===== src/design/skct_pkg.sv =====
// shared types and constants of the session key counter table
package skct_pkg;

  localparam int ID_W       = 8;
  localparam int LEN_W      = 16;
  localparam int WORD_W     = 64;
  localparam int KIND_W     = 2;
  localparam int OUTC_W     = 2;
  localparam int STEP_SHIFT = 4;

  typedef enum logic [KIND_W-1:0] {
    KIND_OPEN   = 2'd0,
    KIND_CLOSE  = 2'd1,
    KIND_FREEZE = 2'd2,
    KIND_PACKET = 2'd3
  } kind_t;

  typedef enum logic [1:0] {
    ST_EMPTY  = 2'd0,
    ST_ACTIVE = 2'd1,
    ST_FROZEN = 2'd2
  } status_t;

  typedef enum logic [OUTC_W-1:0] {
    OUT_NONE = 2'd0,
    OUT_DROP = 2'd1,
    OUT_KEY  = 2'd2
  } outcome_t;

  // hi and lo form the big-endian 128-bit counter
  typedef struct packed {
    logic [WORD_W-1:0] hi;
    logic [WORD_W-1:0] lo;
    logic [WORD_W-1:0] tail_a;
    logic [WORD_W-1:0] tail_b;
  } key_t;

  // one table write request
  typedef struct packed {
    logic    stat_we;
    status_t stat;
    logic    key_we;
    key_t    key;
  } tbl_wr_t;

endpackage


===== src/design/skct_update.sv =====
// command decode, key lookup result and counter advance for one item
module skct_update #(
  parameter int AW = 8
) (
  input  logic                        en,
  input  skct_pkg::kind_t             kind,
  input  logic [skct_pkg::ID_W-1:0]   src,
  input  logic [skct_pkg::ID_W-1:0]   dst,
  input  skct_pkg::key_t              key_in,
  input  logic [skct_pkg::LEN_W-1:0]  len,
  input  skct_pkg::status_t           rd_stat,
  input  skct_pkg::key_t              rd_key,
  output skct_pkg::outcome_t          outcome,
  output skct_pkg::key_t              res_key,
  output skct_pkg::tbl_wr_t           wr,
  output logic [AW-1:0]               wr_addr
);

  localparam int ExtW = (AW > skct_pkg::ID_W) ? AW : skct_pkg::ID_W;

  logic [ExtW-1:0]             src_ext;
  logic [ExtW-1:0]             dst_ext;
  logic [skct_pkg::WORD_W:0]   lo_sum;
  skct_pkg::tbl_wr_t           wr_raw;

  assign src_ext = ExtW'(src);
  assign dst_ext = ExtW'(dst);
  assign wr_addr = (kind == skct_pkg::KIND_PACKET) ? dst_ext[AW-1:0] : src_ext[AW-1:0];

  // low counter word plus step, top bit is the carry into the high word
  assign lo_sum = {1'b0, rd_key.lo} + (skct_pkg::WORD_W + 1)'(len >> skct_pkg::STEP_SHIFT);

  always_comb begin
    outcome = skct_pkg::OUT_NONE;
    res_key = '0;
    wr_raw  = '0;
    unique case (kind)
      skct_pkg::KIND_OPEN: begin
        if (src == dst) begin
          wr_raw.stat_we = 1'b1;
          wr_raw.stat    = skct_pkg::ST_ACTIVE;
          wr_raw.key_we  = 1'b1;
          wr_raw.key     = key_in;
        end
      end
      skct_pkg::KIND_CLOSE: begin
        wr_raw.stat_we = 1'b1;
        wr_raw.stat    = skct_pkg::ST_EMPTY;
      end
      skct_pkg::KIND_FREEZE: begin
        wr_raw.stat_we = 1'b1;
        wr_raw.stat    = skct_pkg::ST_FROZEN;
      end
      skct_pkg::KIND_PACKET: begin
        case (rd_stat)
          skct_pkg::ST_FROZEN: begin
            outcome = skct_pkg::OUT_DROP;
          end
          skct_pkg::ST_ACTIVE: begin
            outcome          = skct_pkg::OUT_KEY;
            res_key          = rd_key;
            wr_raw.key_we    = 1'b1;
            wr_raw.key       = rd_key;
            wr_raw.key.lo    = lo_sum[skct_pkg::WORD_W-1:0];
            wr_raw.key.hi    = rd_key.hi + skct_pkg::WORD_W'(lo_sum[skct_pkg::WORD_W]);
          end
          default: begin
            outcome = skct_pkg::OUT_NONE;
          end
        endcase
      end
      default: begin
        outcome = skct_pkg::OUT_NONE;
      end
    endcase
  end

  always_comb begin
    wr         = wr_raw;
    wr.stat_we = wr_raw.stat_we & en;
    wr.key_we  = wr_raw.key_we & en;
  end

endmodule

===== config.mk =====
export PLATFORM = sky130hd
export DESIGN_NAME = skct_update
export DESIGN_NICKNAME = d
export VERILOG_FILES = /design/src/design/skct_pkg.sv /design/src/design/skct_update.sv
export SDC_FILE = /design/constraint.sdc
export NUM_CORES = 1
export LEC_CHECK = 0
export BUFFER_PORTS_ARGS = -buffer_cell sky130_fd_sc_hd__buf_2
export CORE_AREA = 10 10 407 409
export DETAILED_ROUTE_END_ITERATION = 10
export DIE_AREA = 0 0 417 419
export PLACE_DENSITY = 0.3
export SLEW_MARGIN = 25
export SYNTH_ARGS = -nofsm -noshare
export SYNTH_HDL_FRONTEND = slang
export SYNTH_SLANG_ARGS = --single-unit

===== constraint.sdc =====
create_clock -name vclk -period 5.88
set_input_delay 0 -clock vclk [all_inputs]
set_output_delay 0 -clock vclk [all_outputs]
set_load 0.01 [all_outputs]

[Word level (Yosys, flattened, before mapping)]
Index checks and enable logic that the tools add are counted.
Word-level totals
  register bits after elaboration: 0
  bits in latches: 0
  memory bits (writable): 0
  memory bits (read-only): 0
  bits of input ports: 549
  output and inout bits: 526
  word-level logic and storage cells: 20
  memories: 0
Cells by class
  add/sub/neg operators: 2
  multipliers: 0
  divide/modulo/power cells: 0
  order comparisons: 0
  eq/ne operators: 6
  shift-type cells: 0
  muxes and demuxes: 9
  bitwise operators: 2
  reductions and logical operators: 1
Operator list (count)
  $pmux 257 s2: 1
  $mux 256: 2
  $mux 260: 1
  $mux 257: 1
  $add 64x12->65: 1
  $add 64x1->64: 1
  $pmux 3 s3: 1
  $eq 8x8->1: 1
  $mux 8: 1
  $eq 2x2->1 const B: 3
  $eq 2x1->1 const B: 2
  $pmux 2 s2: 1
  $and 1x1->1: 2
  $logic_not 2->1: 1
  $mux 2: 1

[Longest topological paths before layout]
Gate-level depths: netlist of run 1.
  depth after elaboration: 5
  mapped depth: 17
  gate-level depth less buffers: 16

[Worst setup path after synthesis of run 1]
Ideal clock, no wire load.
  kind: input port to output port
  from: input len[4] (netlist bit)
  to: output wr[242] (netlist bit)
  data arrival time: 3502 ps
  data required time: 5880 ps
  setup slack: 2378 ps
  stages: 17
  path buffers: 2
  path through: ha_1 inv_1 fa_1 nand2b_1 a21o_1 a211o_1 buf_1 nand2_1 and3_1 ha_1 ha_1 nand4_1 or4_4 buf_6 nor3_1 xnor2_1 o21ai_0
RTL lines
  from (decl): RTL line skct_update.sv:10  | input logic [skct_pkg::LEN_W-1:0] len,
  to (decl): RTL line skct_update.sv:15  | output skct_pkg::tbl_wr_t wr,

==> results of run 1 <==
-- cell usage in the layout (no fill, tap or decap), types with 4 or more instances in the layout --
cell,synthesis,final
buf_2,3,1069
and2_1,245,245
nor2_1,204,203
nand2_1,157,157
a21oi_1,150,150
xnor2_1,96,96
o21ai_0,73,73
nand3_1,37,37
nand4_1,36,36
inv_1,25,25
nor3_1,25,25
a22oi_1,25,25
xor2_1,23,23
buf_4,0,23
a2111oi_0,19,18
o21ai_1,17,17
ha_1,17,16
and3_1,13,13
a211oi_1,13,13
diode_2,0,9
and4_1,9,9
mux2_2,8,8
nor4_1,9,7
nor3b_1,6,6
o311ai_0,6,6
buf_12,0,6
a22o_1,5,5
nor4_2,2,4
nand2b_1,4,4
a21o_1,4,4
-- stage by stage --
step                      utilization [%]  setup WS [ns]  power (uW)
final                                9.95          0.659         703
after global routing                 9.94          0.274         766
after CTS                            9.94          0.428         726
after detailed placement             9.94          0.454         722
after global placement               9.94          0.388         726
after floorplan                         -           2.38         242
-- critical path, cell delays in order --
cell      delay, ns
buf_2          0.09
ha_1           0.23
buf_4          0.23
inv_1          0.07
fa_1           0.38
nand2b_1       0.20
a21o_1         0.22
a211o_1        0.31
nand2_1        0.09
buf_4          0.12
and3_1         0.15
ha_1           0.23
ha_1           0.27
nand4_1        0.51
or4_4          0.89
nor3_1         0.29
xnor2_1        0.11
o21ai_0        0.50
buf_2          0.26
-- cells in the mapped netlist, types with 2 or more instances --
| cell | count | area share (%) |
|---|---|---|
| a211o_1 | 2 | 0.23 |
| nand2b_1 | 4 | 0.32 |
| a211oi_1 | 13 | 1.3 |
| nor2_1 | 204 | 9.8 |
| xnor2_1 | 96 | 11 |
| o21ai_1 | 17 | 1.1 |
| mux2_2 | 8 | 1.2 |
| a21oi_1 | 150 | 9.6 |
| and4_1 | 9 | 1.0 |
| nand4_1 | 36 | 2.9 |
| ha_1 | 17 | 2.7 |
| nor3b_1 | 6 | 0.58 |
| nand2_1 | 157 | 7.6 |
| nor4_4 | 2 | 0.55 |
| buf_1 | 7 | 0.34 |
| inv_1 | 25 | 1.2 |
| o21ai_0 | 73 | 4.7 |
| nor3_1 | 25 | 1.6 |
| o311a_1 | 2 | 0.26 |
| a21o_1 | 4 | 0.39 |
| o211ai_1 | 2 | 0.19 |
| a22o_1 | 5 | 0.56 |
| or3_1 | 3 | 0.24 |
| o31ai_1 | 3 | 0.29 |
| nor4_2 | 2 | 0.32 |
| nor4_1 | 9 | 0.72 |
| nor2b_1 | 4 | 0.32 |
| a2111oi_0 | 19 | 2.1 |
| buf_2 | 3 | 0.19 |
| and2_1 | 245 | 20 |
| a22oi_1 | 25 | 2.4 |
| o311ai_0 | 6 | 0.68 |
| or4_1 | 3 | 0.29 |
| o21a_1 | 3 | 0.29 |
| xor2_1 | 23 | 2.6 |
| nand3_1 | 37 | 2.4 |
| clkbuf_1 | 99 | 4.8 |
| and3_1 | 13 | 1.0 |
-- cells by family (layout without fill, tap and decap cells) --
| kind of cell | count (synthesis) | count (layout) | synth area share, % |
|---|---|---|---|
| adders and majority gates | 18 | 18 | 2.99 |
| other | 0 | 9 | 0 |
| and+or+nand+nor | 768 | 768 | 50.4 |
| xor gates and xnor gates | 119 | 119 | 13.4 |
| muxes | 9 | 9 | 1.29 |
| buffers and inverters | 136 | 1124 | 6.70 |
| AOI/OAI and AO/OA | 334 | 334 | 25.2 |
-- how the worst max path moves through the flow --
stage	slack [ns]	depth (start not counted)	from	to
floorplan	2.38	17	len[4]	wr[242]
CTS	0.43	19	len[4]	wr[242]
global placement	0.39	19	rd_key[128]	wr[242]
global route	0.27	19	len[4]	wr[242]
finish	0.66	19	len[4]	wr[242]
detailed placement	0.45	19	len[4]	wr[242]
-- area by class of cell --
cell class | instances | area, um^2
antenna | 9 | 22.5
fill | 18800 | 142000
inverter | 26 | 105
multi-input combinational | 1248 | 7310
tap | 2072 | 2590
timing repair buffer | 1098 | 5640
-- per-layer routing --
metal	wire length (um)	vias up	track usage, %
met5	13	-	0
met1	42900	6996	13.2
met2	65200	591	24.8
met4	1120	2	0.758
met3	7880	70	3.21
li1	-	6751	-
-- power by group through the flow --
stage                     logic [uW]  clock network, uW  registers (uW)
after detailed placement         722                  0               0
final                            703           0.000125               0
after floorplan                  242                  0               0
after global routing             766          0.0000696               0
after CTS                        726                  0               0
after global placement           725                  0               0
==> results.md, run 1 <==
- First-pass GRT wire length: 148000 um
- FFs & Latches: 0
- Post-synthesis cell count: 1384
- Die ar.: 0.175 mm^2
- Outcome: completed
- Final setup violating endpoints: 0
- Pleak: 0.00764 uW
- Starting Density: 4.94%
- Worst setup EP type: output port
- Initial DRC Count: slightly above 800
- Synthesis Warnings: 0
- Post-Syn Area: 0.00778 mm^2
- Die height: 419 um
- Hold Path Class: in2out
- RSZ-0062 raised after global routing: false
- Mapped Nets: 1951
- Via count: 14400
- Hold Fails Final Rpt: 0
- Die width: 417 um
- Distinct cells, synth: 61
- Ratio of cells with drive above 1 in the final layout: 47.3%
- Worst setup path class: in2out
- WHS Endpoint: wr[171]
- DR pass1 iterations: 5
- DP Area: 0.0157 mm^2
- Initial antenna violation count: 34
- Postcts setup bufs: 0
- Fin cells: ~4500
- DRC Markers: 0
- Drt via density: 3.24
- Max Clock Freq: approximately 190 MHz
- Max-cap violations: 0
- Cell Int Power: 270 uW
- CP arrival: 5.22 ns
- Setup TNS: 0 ns
- WL final: 117000 um
- Clock buffer count: 0
- Nets: 2941
- Max-slew headroom: 40.9%
- Dpl hpwl: 106000 um
- Largest net degree at the start of global routing: 125
- Global route overflow: 0
- WHS: 0.291 ns
- Area Overhead vs Synth: 101%
- GR Util All Layers: 12.3%
- Hold depth: 4
- Reg power frac: 0%
- Worst vdd ir: approximately 0.047 mV
- Switching Fraction: 61.6%
- Core Rows: 146
- Max FO, Critical Path: 20
- Hold Crit Start: key_in[171]
- Tmin final: 5.22 ns
- Hold buffer count at CTS: 0
- Comb pwr share: 100.0%
- Core ar.: 0.157 mm^2
- Startpoint types: input port
- Port-buffer cells: 1071
- Post_cts resized: 0
- Pwr dens: 44.9 mW/mm^2
- Routability cong.: 0.922
- Placed Cells: between 4000 and 5000
- Register area share after synthesis: 0%
- Final slew viol count: 0
- Register area: 0 um^2
- Worst-margin pin slew: ~0.88 ns
- Ports: around 1100
- Critical Path RT: 5.88 ns
- Clock power share: 0%
- Final period util: 88.8%
- Mean Syn Cell Area: around 5.6 um^2
- Number of global-route vias before repair: 14500
- Routed Antenna Nets: 0
- Wire per inst: 26.3 um
- P_sw: 433 uW
- Design area: 0.0157 mm^2
(Power assumes the default switching activity.)
==> run 2, diff against run 1 <==
RECOVER_POWER = 50   (was unset)
==> run 2 against run 1 <==
Effect of this change:
- the flow now finishes with violations (max-capacitance violations, max-slew violations)
- sequential cell count unchanged
- global-route usage unchanged
- setup slack improved by 0.063 ns
- highest routed layer unchanged
- sequential share of layout area stayed put
- hold slack improved by 0.0020 ns
- cell count about the same
- critical path depth stayed put
- via count shrank 0.19%
==> results.md, run 2 (synthesis gave the netlist of run 1 again) <==
- CP Cell Sequence: buf_2 > ha_1 > buf_4 > inv_1 > fa_1 > nand2b_1 > a21o_1 > a211o_1 > nand2_1 > buf_4 > and3_1 > ha_1 > ha_1 > nand4_1 > or4_4 > nor3_1 > xnor2_1 > o21ai_0 > buf_2
- Failing checks: max-capacitance violations, max-slew violations
- Register area: 0 um^2 (unchanged)
- DRC Markers: 0 (unchanged)
- Wire per inst: 26.3 um (+0.16%)
- Via count: 14400 (-0.19%)
- Starting Density: 4.94% (unchanged)
- Clock buffer count: 0 (unchanged)
- DR pass1 iterations: 5 (unchanged)
- Die width: 417 um (unchanged)
- Drt via density: 3.23 (-0.15%)
- First-pass GRT wire length: 148000 um (unchanged)
- Routability cong.: 0.922 (unchanged)
- Critical path buffers and inverters: 5 (unchanged)
- Die height: 419 um (unchanged)
- Max-slew headroom: -80.5% (-120 points)
- Max Clock Freq: 194 MHz (+1.2%)
- Pwr dens: 45.2 mW/mm^2 (+0.72%)
- Hold Fails Final Rpt: 0 (unchanged)
- Initial antenna violation count: 35 (+2.9%)
- Comb pwr share: 100.0% (about the same)
- P_sw: 434 uW (+0.19%)
- Worst setup EP type: output port
- Setup TNS: 0 ns (unchanged)
- Slowest cell on crit path: or4_4
- Worst path most repeated cell: ha_1
- GR Util All Layers: 12.3% (unchanged)
- Worst setup path class: in2out
- Top delay family on crit path: simple AND/OR/NAND/NOR gates
- Fin cells: 4451 (-0.045%)
- Design area: 0.0154 mm^2 (-1.5%)
- Dpl hpwl: 106000 um (unchanged)
- Most common cell after layout, fill and taps aside: buf_2
- Worst vdd ir: 0.0472 mV (+0.71%)
- Post_cts resized: 0 (unchanged)
- Initial DRC Count: 831 (+2.7%)
- CP max stage delay: 0.89 ns (about the same)
- Pleak: 0.00688 uW (-9.9%)
- RSZ-0062 raised after global routing: false
- Max FO, Critical Path: 20 (unchanged)
- Core Rows: 146 (unchanged)
- Outcome: finished with violations
- Core ar.: 0.157 mm^2 (unchanged)
- Area Overhead vs Synth: 98.3%
- CP arrival: 5.16 ns (-0.06 ns)
- Postcts setup bufs: 0 (unchanged)
- Clock power share: 0% (unchanged)
- WHS: 0.293 ns (+0.00202 ns)
- Max-cap violations: 3 (+3)
- Final period util: 87.7% (-1.1 points)
- Hold Path Class: in2out
- Ratio of cells with drive above 1 in the final layout: 40.5% (-6.8 points)
- Layout filler cell count: 18900 (+0.46%)
- Startpoint types: input port
- Final slew viol count: 182 (+182)
- Die ar.: 0.175 mm^2 (unchanged)
- FFs & Latches: 0 (unchanged)
- Most frequent cells in the layout: 920 x buf_2, 204 x nor2_1, 157 x nand2_1
- Routed Antenna Nets: 0 (unchanged)
- Nets: 2941 (unchanged)
- Worst-margin pin slew: 2.71 ns (+1.83 ns)
- WL final: 117000 um (+0.12%)
- DP Area: 0.0157 mm^2 (unchanged)
- Area taken by multi-input logic gates: 0.00730 mm^2 (-0.15%)
- Reg power frac: 0% (unchanged)
- Switching Fraction: 62.2% (+0.60 points)
- Tmin final: 5.16 ns (-0.0632 ns)
- Hold buffer count at CTS: 0 (unchanged)
- Final setup violating endpoints: 0 (unchanged)
- Largest net degree at the start of global routing: 125 (unchanged)
- Global route overflow: 0 (unchanged)
- Ports: 1075 (unchanged)
- Placed Cells: 4444 (unchanged)
- Port-buffer cells: 1071 (unchanged)
- Critical Path RT: 5.88 ns (about the same)
- Number of global-route vias before repair: 14500 (unchanged)
- Cell Int Power: 264 uW (-2.3%)
-- run 2: changes by cell type in the layout (fill, tap and decap cells not counted), moves of 2 or more --
cell and delta:
mux2_2 -5, buf_2 -149, diode_2 -2, and2_0 +99, clkbuf_1 +153, and2_1 -99
mux2_1 +5, buf_4 -4
-- run 2: worst paths after layout --
| path | from | end | slack, ns | depth (start not counted) |
|---|---|---|---|---|
| worst max-delay path | len[4] | wr[242] | 0.72 | 19 |
| worst min-delay path | key_in[221] | wr[221] | 0.29 | 4 |
-- run 2: layer usage --
layer  part of all wire, %  global-route usage (%)  vias up
li1                      -                       -     6744
met1                    37                    13.2     6995
met2                    56                    24.8      571
met3                   6.8                    3.21       70
met4                   1.0                   0.758        2
met5                 0.011                       0        -
-- run 2: stage by stage --
stage | total power (uW) | utilization [%] | setup slack, ns
2_1_floorplan | 242 | - | 2.38
3_3_place_gp | 726 | 9.94 | 0.388
6_report | 698 | 9.81 | 0.722
5_1_grt | 760 | 9.80 | 0.274
4_1_cts | 726 | 9.94 | 0.428
3_5_place_dp | 722 | 9.94 | 0.454
-- run 2: power by group through the flow --
stage | Sequential (uW) | Combinational [uW] | Clock, uW
after floorplan | 0 | 242 | 0
after global placement | 0 | 725 | 0
after detailed placement | 0 | 722 | 0
after CTS | 0 | 726 | 0
after global routing | 0 | 760 | 0.0000696
final | 0 | 698 | 0.000106
-- run 2: cell type report --
type               instances  area share (%)
repair buffers          1098            35.1
inverters                 26           0.681
well taps               2072            16.8
multi-input cells       1248            47.3
diodes                     7           0.113
